--- config.mk ---
export PLATFORM = sky130hd
export DESIGN_NAME = integer_to_radix_ascii_top
export DESIGN_NICKNAME = d
export VERILOG_FILES = /design/src/hw/rtl/ira_pkg.sv /design/src/hw/rtl/integer_to_radix_ascii_top.sv /design/src/hw/rtl/ira_ram.sv /design/src/hw/rtl/ira_divider.sv
export SDC_FILE = /design/constraint.sdc
export NUM_CORES = 1
export LEC_CHECK = 0
export ABC_AREA = 0
export BUFFER_PORTS_ARGS = -buffer_cell sky130_fd_sc_hd__buf_4
export CORE_ASPECT_RATIO = 0.6
export CORE_MARGIN = 1.5
export CORE_UTILIZATION = 63
export CTS_CLUSTER_DIAMETER = 80
export CTS_CLUSTER_SIZE = 25
export DETAILED_ROUTE_END_ITERATION = 10
export GPL_TIMING_DRIVEN = 0
export PLACE_DENSITY_LB_ADDON = 0.12
export SYNTH_ARGS = -nofsm -noshare
export SYNTH_HDL_FRONTEND = slang
export SYNTH_SLANG_ARGS = --single-unit
--- constraint.sdc ---
create_clock -name clk -period 10.14 [get_ports clk]
set_clock_uncertainty 0.2 [all_clocks]
set_input_delay 1.521 -clock clk [delete_from_list [all_inputs] [get_ports clk]]
set_output_delay 1.521 -clock clk [all_outputs]
set_load 0.01 [all_outputs]
--- src/hw/rtl/ira_pkg.sv ---
`timescale 1ns / 1ps
// ----------------------------------------------------------------------------
// ira_pkg
// shared types, constants, the digit-to-ascii mapping and the radix clamp for
// the radix converter
// ----------------------------------------------------------------------------
package ira_pkg;

  // radix limits and reset value
  localparam logic [5:0] RADIX_MIN   = 6'd2;
  localparam logic [5:0] RADIX_MAX   = 6'd36;
  localparam logic [5:0] RADIX_RESET = 6'd36;

  // register byte addresses
  localparam logic [2:0] REG_RADIX_ADDR = 3'd0;

  // ascii anchors
  localparam logic [6:0] ASCII_ZERO = 7'h30;
  localparam logic [6:0] ASCII_A    = 7'h41;
  localparam logic [5:0] DEC_LIMIT  = 6'd9;
  localparam logic [6:0] DEC_COUNT  = 7'd10;

  typedef enum logic [2:0] {
    ST_IDLE,
    ST_DIV,
    ST_READ,
    ST_LOAD,
    ST_ZERO
  } state_t;

  function automatic logic [6:0] digit_to_ascii(input logic [5:0] d);
    logic [6:0] res;
    if (d <= DEC_LIMIT) begin
      res = {1'b0, d} + ASCII_ZERO;
    end else begin
      res = {1'b0, d} - DEC_COUNT + ASCII_A;
    end
    return res;
  endfunction

  function automatic logic [5:0] clamp_radix(input logic [5:0] r);
    logic [5:0] res;
    if (r < RADIX_MIN) begin
      res = RADIX_MIN;
    end else if (r > RADIX_MAX) begin
      res = RADIX_MAX;
    end else begin
      res = r;
    end
    return res;
  endfunction

endpackage

--- src/hw/rtl/integer_to_radix_ascii_top.sv ---
`timescale 1ns / 1ps
// ----------------------------------------------------------------------------
// integer_to_radix_ascii_top
// converts a non-negative integer to ascii digits in a radix from 2 to 36
// ----------------------------------------------------------------------------
// One input beat carries an unsigned value; the block answers with one output
// beat per digit in the radix held in the radix register, most significant
// digit first, tlast on the final digit. A zero value gives a single beat with
// tuser set and a null character. Radix values below 2 act as 2, above 36 as
// 36. Digits come from a bit-serial divider that produces one quotient bit per
// cycle on QW = min(VALUE_BITS, 31) bits, the width of the value after masking;
// each digit is then read back from the registered digit store (ST_READ, then
// ST_LOAD, which waits for a free output register). One item is in work at a
// time, but the last digit sits in the output register so a new value is taken
// while it waits. Write the radix only while the block is idle.
// ----------------------------------------------------------------------------
module integer_to_radix_ascii_top
  import ira_pkg::*;
#(
  parameter int VALUE_BITS = 31
) (
  input  logic        clk,
  input  logic        rst,
  // input stream
  input  logic        s_tvalid,
  output logic        s_tready,
  input  logic [31:0] s_tdata,   // [30:0] value, [31] zero fill
  // output stream
  output logic        m_tvalid,
  input  logic        m_tready,
  output logic [7:0]  m_tdata,   // [6:0] digit_char, [7] zero fill
  output logic        m_tlast,   // last
  output logic        m_tuser,   // empty_res
  // register port
  input  logic        psel,
  input  logic        penable,
  input  logic        pwrite,
  input  logic [2:0]  paddr,
  input  logic [31:0] pwdata,
  output logic [31:0] prdata,
  output logic        pready
);

  // value width after masking to both the parameter and the field
  localparam int QW    = (VALUE_BITS < 31) ? VALUE_BITS : 31;
  localparam int AW    = $clog2(VALUE_BITS);
  localparam int CNT_W = $clog2(QW + 1);

  state_t state, state_next;

  logic [5:0]       radix;
  logic [5:0]       radix_eff;
  logic [CNT_W-1:0] count, count_next;
  logic [AW-1:0]    rd_idx, rd_idx_next;

  // output register
  logic             out_valid, out_valid_next;
  logic [6:0]       out_char, out_char_next;
  logic             out_last, out_last_next;
  logic             out_empty, out_empty_next;
  logic             out_free;

  // divider hookup
  logic             div_start;
  logic [QW-1:0]    div_dividend;
  logic             div_done;
  logic [QW-1:0]    div_quo;
  logic [5:0]       div_rem;

  // digit store
  logic             ram_we;
  logic [5:0]       ram_rdata;

  logic [QW-1:0]    in_value;
  logic             in_beat;

  assign in_value = s_tdata[QW-1:0];
  assign in_beat  = s_tvalid && s_tready;
  assign s_tready = (state == ST_IDLE);
  assign out_free = !out_valid || m_tready;

  // ---------------- register port ----------------
  assign pready    = 1'b1;
  assign prdata    = {26'd0, radix};
  assign radix_eff = clamp_radix(radix);

  always_ff @(posedge clk) begin
    if (rst) begin
      radix <= RADIX_RESET;
    end else if (psel && penable && pwrite && pready && paddr == REG_RADIX_ADDR) begin
      radix <= pwdata[5:0];
    end
  end

  // ---------------- divider and store ----------------
  ira_divider #(
    .QW (QW)
  ) u_div (
    .clk      (clk),
    .rst      (rst),
    .start    (div_start),
    .dividend (div_dividend),
    .divisor  (radix_eff),
    .done     (div_done),
    .quo      (div_quo),
    .rem      (div_rem)
  );

  // remainders land at the digit count, least significant digit at entry 0
  ira_ram #(
    .WIDTH (6),
    .DEPTH (VALUE_BITS)
  ) u_store (
    .clk   (clk),
    .we    (ram_we),
    .waddr (AW'(count)),
    .wdata (div_rem),
    .raddr (rd_idx),
    .rdata (ram_rdata)
  );

  // ---------------- control ----------------
  always_ff @(posedge clk) begin
    if (rst) begin
      state     <= ST_IDLE;
      count     <= '0;
      rd_idx    <= '0;
      out_valid <= 1'b0;
    end else begin
      state     <= state_next;
      count     <= count_next;
      rd_idx    <= rd_idx_next;
      out_valid <= out_valid_next;
    end
  end

  // output payload needs no reset
  always_ff @(posedge clk) begin
    out_char  <= out_char_next;
    out_last  <= out_last_next;
    out_empty <= out_empty_next;
  end

  always_comb begin
    state_next     = state;
    count_next     = count;
    rd_idx_next    = rd_idx;
    div_start      = 1'b0;
    div_dividend   = div_quo;
    ram_we         = 1'b0;
    out_valid_next = out_valid && !m_tready;
    out_char_next  = out_char;
    out_last_next  = out_last;
    out_empty_next = out_empty;

    unique case (state)
      ST_IDLE: begin
        div_dividend = in_value;
        if (in_beat) begin
          count_next = '0;
          if (in_value == '0) begin
            state_next = ST_ZERO;
          end else begin
            div_start  = 1'b1;
            state_next = ST_DIV;
          end
        end
      end
      ST_DIV: begin
        if (div_done) begin
          ram_we     = 1'b1;
          count_next = count + 1'b1;
          if (div_quo == '0) begin
            // top digit is the one just stored
            rd_idx_next = AW'(count);
            state_next  = ST_READ;
          end else begin
            div_start = 1'b1;
          end
        end
      end
      ST_READ: begin
        state_next = ST_LOAD;
      end
      ST_LOAD: begin
        if (out_free) begin
          out_valid_next = 1'b1;
          out_char_next  = digit_to_ascii(ram_rdata);
          out_last_next  = (rd_idx == '0);
          out_empty_next = 1'b0;
          if (rd_idx == '0) begin
            state_next = ST_IDLE;
          end else begin
            rd_idx_next = rd_idx - 1'b1;
            state_next  = ST_READ;
          end
        end
      end
      ST_ZERO: begin
        if (out_free) begin
          out_valid_next = 1'b1;
          out_char_next  = '0;
          out_last_next  = 1'b1;
          out_empty_next = 1'b1;
          state_next     = ST_IDLE;
        end
      end
      default: begin
        state_next = ST_IDLE;
      end
    endcase
  end

  assign m_tvalid = out_valid;
  assign m_tdata  = {1'b0, out_char};
  assign m_tlast  = out_last;
  assign m_tuser  = out_empty;

  // ---------------- checks ----------------
  // an empty result is always a lone zero beat
  a_empty_lone: assert property (@(posedge clk) disable iff (rst)
    m_tvalid && m_tuser |-> m_tlast && m_tdata == 8'd0)
    else $error("empty result without last or with nonzero character");

  // a digit beat carries a legal digit character
  a_digit_char: assert property (@(posedge clk) disable iff (rst)
    m_tvalid && !m_tuser |->
      (m_tdata[6:0] >= ASCII_ZERO && m_tdata[6:0] <= ASCII_ZERO + 7'd9) ||
      (m_tdata[6:0] >= ASCII_A && m_tdata[6:0] <= ASCII_A + 7'd25))
    else $error("digit character out of range");

  // the divider finishes only while the sequencer waits on it
  a_div_done: assert property (@(posedge clk) disable iff (rst)
    div_done |-> state == ST_DIV)
    else $error("divider done outside division phase");

  // never more digits than value bits
  a_count_bound: assert property (@(posedge clk) disable iff (rst)
    count <= CNT_W'(QW))
    else $error("digit count overflow");

endmodule

--- src/hw/rtl/ira_ram.sv ---
`timescale 1ns / 1ps
// ----------------------------------------------------------------------------
// ira_ram
// generic single-write, single-read ram with registered read data
// ----------------------------------------------------------------------------
module ira_ram #(
  parameter int WIDTH = 8,
  parameter int DEPTH = 32
) (
  input  logic                     clk,
  input  logic                     we,
  input  logic [$clog2(DEPTH)-1:0] waddr,
  input  logic [WIDTH-1:0]         wdata,
  input  logic [$clog2(DEPTH)-1:0] raddr,
  output logic [WIDTH-1:0]         rdata
);

  logic [WIDTH-1:0] mem [DEPTH];

  always_ff @(posedge clk) begin
    if (we) begin
      mem[waddr] <= wdata;
    end
    rdata <= mem[raddr];
  end

endmodule

--- src/hw/rtl/ira_divider.sv ---
`timescale 1ns / 1ps
// ----------------------------------------------------------------------------
// ira_divider
// bit-serial restoring divider: one quotient bit per cycle, 6-bit divisor
// ----------------------------------------------------------------------------
module ira_divider #(
  parameter int QW = 31
) (
  input  logic          clk,
  input  logic          rst,
  input  logic          start,
  input  logic [QW-1:0] dividend,
  input  logic [5:0]    divisor,
  output logic          done,
  output logic [QW-1:0] quo,
  output logic [5:0]    rem
);

  localparam int BW = $clog2(QW);

  logic          busy;
  logic [BW-1:0] bitcnt;
  logic [6:0]    trial;
  logic          ge;
  logic [6:0]    diff;

  // shift in the next dividend bit and try a subtract
  assign trial = {rem, quo[QW-1]};
  assign ge    = trial >= {1'b0, divisor};
  assign diff  = trial - {1'b0, divisor};

  always_ff @(posedge clk) begin
    if (rst) begin
      busy   <= 1'b0;
      done   <= 1'b0;
      bitcnt <= '0;
    end else begin
      done <= 1'b0;
      if (start) begin
        busy   <= 1'b1;
        bitcnt <= '0;
      end else if (busy) begin
        bitcnt <= bitcnt + 1'b1;
        if (bitcnt == BW'(QW - 1)) begin
          busy <= 1'b0;
          done <= 1'b1;
        end
      end
    end
  end

  always_ff @(posedge clk) begin
    if (start) begin
      quo <= dividend;
      rem <= '0;
    end else if (busy) begin
      quo <= {quo[QW-2:0], ge};
      rem <= ge ? diff[5:0] : trial[5:0];
    end
  end

endmodule

==> metrics.md <==
| Metric | Value |
|---|---|
| CTS Buf Count | `14` |
| DRT Wirelength | `24200 microns` |
| Total clock sinks | `265` |
| CP Class | `input pin to flip-flop` |
| I/O pin cnt | `119` |
| Family with the most delay on the worst path | `simple AND/OR/NAND/NOR gates` |
| Critical path buffer and inverter count | `3` |
| Finished Cell Area | `roughly 0.013 sq mm` |
| Setup violators final | `0` |
| DIE AREA | `0.0190 sq mm` |
| Area share of the largest cell type after synthesis | `0.593` |
| Top cells by area, synth | `edfxtp_1 59%, mux4_2 9.4%, dfxtp_1 6.8%, mux2_2 2.7%, nor2_1 2.3%` |
| Critical path peak fanout | `30` |
| GPL Wtd Cong | `just under 0.9` |
| Final Cycle Share | `0.366` |
| Cell Area, Placed | `0.0123 sq mm` |
| First-pass GRT wire length | `37300 microns` |
| Clock root buffer | `clkbuf_16` |
| Worst Setup Start Kind | `input pin` |
| Clock buffer depth | `3` |
| Least-Margin Pin Slew | `1.34 ns` |
| Fillers | `around 1100` |
| Initial DRC Count | `904` |
| Pre-CTS setup slack | `6.03 ns` |
| Unrepaired setup endpoints after global routing | `false` |
| Setup_tns | `0 ns` |
| Die Span X | `177 microns` |
| Final Max Tran Viols | `0` |
| HPWL after detailed placement | `16900 microns` |
| Synth Cell Area | `0.0114 sq mm` |
| DRT Pass-1 Iters | `5` |
| Sequential area share after synthesis | `0.661` |
| P per Cell Area | `159 mW/mm^2` |
| CORE AREA | `0.0175 sq mm` |
| Grt ovf | `0` |
| Initial antenna violation count | `1` |
| Max stage delay on crit path | `around 0.47 ns` |
| Clk slew on worst S/H paths | `0.10 ns` |
| Worst Path Required | `roughly 10 ns` |
| Number of synthesized flops with an enable pin | `226` |
| Setup ws final | `6.43 ns` |
| Clock period minus worst slack | `3.71 ns` |
| Cell Rows | `37` |
| Antenna Violating Nets Remaining | `0` |
| Worst min-delay path class | `flip-flop to flip-flop` |
| Multi-input gate area | `0.00356 sq mm` |
| Worst skew pair latency | `0.49 ns` |
| Ant diodes | `0` |
| Mapped Cells | `739` |
| Post-Syn Area per Cell | `15.5 sq um` |
| Final hold violations | `0` |
| Synth-to-Final Area Change | `11.5%` |
| Syn. warnings | `0` |
| Die Y | `107 microns` |
| Post-CTS Setup Inserts | `0` |
| Fmax | `270 MHz` |
| Fraction of layout cells with a size suffix above 1 | `0.243` |
| Nets | `937` |
| I/O Buffers | `63` |
| Most frequent cell after synthesis | `edfxtp_1` |
| Cts repair resizes | `0` |
| Vias in the first global route | `~6700` |
| Routed vias | `6751` |
| Initial Util | `0.656` |
| GRT Total Usage | `0.265` |
| Vias per Instance | `6.21` |
| Cells along the critical path | `buf_4 > nor4_1 > nand4_1 > nor2_1 > o22ai_2 > buf_2 > o22ai_4 > buf_12` |
| Maximum VDD drop | `103 uV` |
| Ys async rst share | `0` |
| Max Cap Viol | `0` |
| Arrival time worst endpoint | `roughly 3.7 ns` |
| CTS tree | `done` |
| Post-CTS Hold Fix Bufs | `0` |
| Synth cell types | `59` |
| Pin count of the biggest net entering global routing | `36` |
| Normalized max-slew margin | `0.104` |
| Status | `finished clean` |
| FF+latch area | `roughly 0.0076 sq mm` |
| Setup crit end kind | `flip-flop` |
| WL per Instance | `22.3 microns` |
| DR DRC count | `0` |
| H-tree depth | `1` |
| Slowest CP cell | `nor2_1` |
| Synthesis-stage register bit count | `265` |
| Top cells by count, synth | `226 x edfxtp_1, 71 x nor2_1, 48 x mux4_2, 41 x nand2_1, 39 x dfxtp_1` |
| Leakage | `4.29 nW` |
| Dominant cell type by area after synthesis | `edfxtp_1` |
| Top flip-flop cell by instance count after synthesis | `edfxtp_1` |
==> tightest hold or removal path: stages, from the launching register on <==
cell and delay (ns):
dfxtp_1 0.38, nand2_1 0.08, a21oi_1 0.06
==> where the power goes <==
part	total (W)	switching (W)	leakage, nW	internal (W)
clock network	0.000609	0.000329	0.200	0.000280
logic	0.000126	0.0000649	1.69	0.0000609
registers	0.00130	0.0000576	2.40	0.00124
total	0.00204	0.000451	4.29	0.00158
==> kinds of logic (layout without fill, tap and decap cells) <==
| kind of cell | Yosys count | after routing | share of synthesized area |
|---|---|---|---|
| other cells | 2 | 28 | 0.000656 |
| buf+inv | 75 | 163 | 0.0378 |
| compound gates | 73 | 73 | 0.0441 |
| mux | 103 | 103 | 0.146 |
| fa+ha+maj | 18 | 18 | 0.0203 |
| xor+xnor | 15 | 15 | 0.0115 |
| flops | 265 | 265 | 0.661 |
| simple gates | 188 | 188 | 0.0786 |
==> flip-flops by register name, summed over array words and instances, names as in the netlist <==
signal         cells
u_div.done         1
m_tuser            1
u_store.rdata      6
m_tvalid           1
m_tlast            1
rd_idx             5
u_div.quo         31
u_div.rem          6
u_store.mem      186
u_div.busy         1
radix              6
state              3
count              5
u_div.bitcnt       5
out_char           7
==> through the flow <==
step           std cells  total power [W]  hold WS [ns]  utilization
3_5_place_dp        1063          0.00145         0.339        0.707
2_1_floorplan        765          0.00138         0.258            -
3_3_place_gp        1062          0.00143         0.311        0.705
5_1_grt             1087          0.00209         0.386        0.731
6_report            1087          0.00204         0.355        0.731
4_1_cts             1087          0.00204         0.353        0.731
==> placed cells by master, fill, tap and decap left out, types with 5 or more instances in the layout <==
master / instances
edfxtp_1: 226
buf_4: 97
nor2_1: 71
mux4_2: 48
nand2_1: 41
dfxtp_1: 38
conb_1: 28
mux2_2: 27
mux2i_1: 24
clkbuf_1: 20
inv_1: 17
ha_1: 17
nor4_1: 15
o21ai_0: 15
clkbuf_16: 15
nand4_1: 13
a21oi_1: 13
nand3_1: 11
o21a_1: 10
xor2_1: 10
nor3_1: 7
buf_2: 7
a22oi_1: 7
nand2b_1: 6
nand3b_1: 5
or3_1: 5
xnor2_1: 5
==> metal layers <==
metal,vias to the layer above,share of wire,GRT usage
met5,-,0.00054,0
met4,2,0.014,0.0393
met3,41,0.10,0.0569
met2,358,0.44,0.398
met1,3347,0.44,0.411
li1,3003,-,-
==> layout make-up <==
cell class                      instances  area share
Buffer                                 58      0.0289
Clock buffer                           23      0.0318
Clock inverter                          1    0.000882
Inverter                               17     0.00500
Multi-Input combinational cell        425       0.279
Sequential cell                       265       0.593
Tap cell                              234      0.0229
Timing Repair Buffer                   64      0.0386
==> path summary, 6_finish.rpt <==
kind | slack, ns | start | endpoint | depth (start not counted)
worst max-delay path | 6.43 | s_tdata[19] | u_div.quo[21]$_DFFE_PP_ | 8
worst min-delay path | 0.35 | count[1]$_SDFFE_PP0P_ | count[1]$_SDFFE_PP0P_ | 2
worst max register to register | 6.88 | u_div.rem[3]$_SDFFE_PP0P_ | u_div.quo[0]$_DFFE_PP_ | 6
worst min register to register | 0.35 | count[1]$_SDFFE_PP0P_ | count[1]$_SDFFE_PP0P_ | 2
Power figures use the tool's default switching activity.
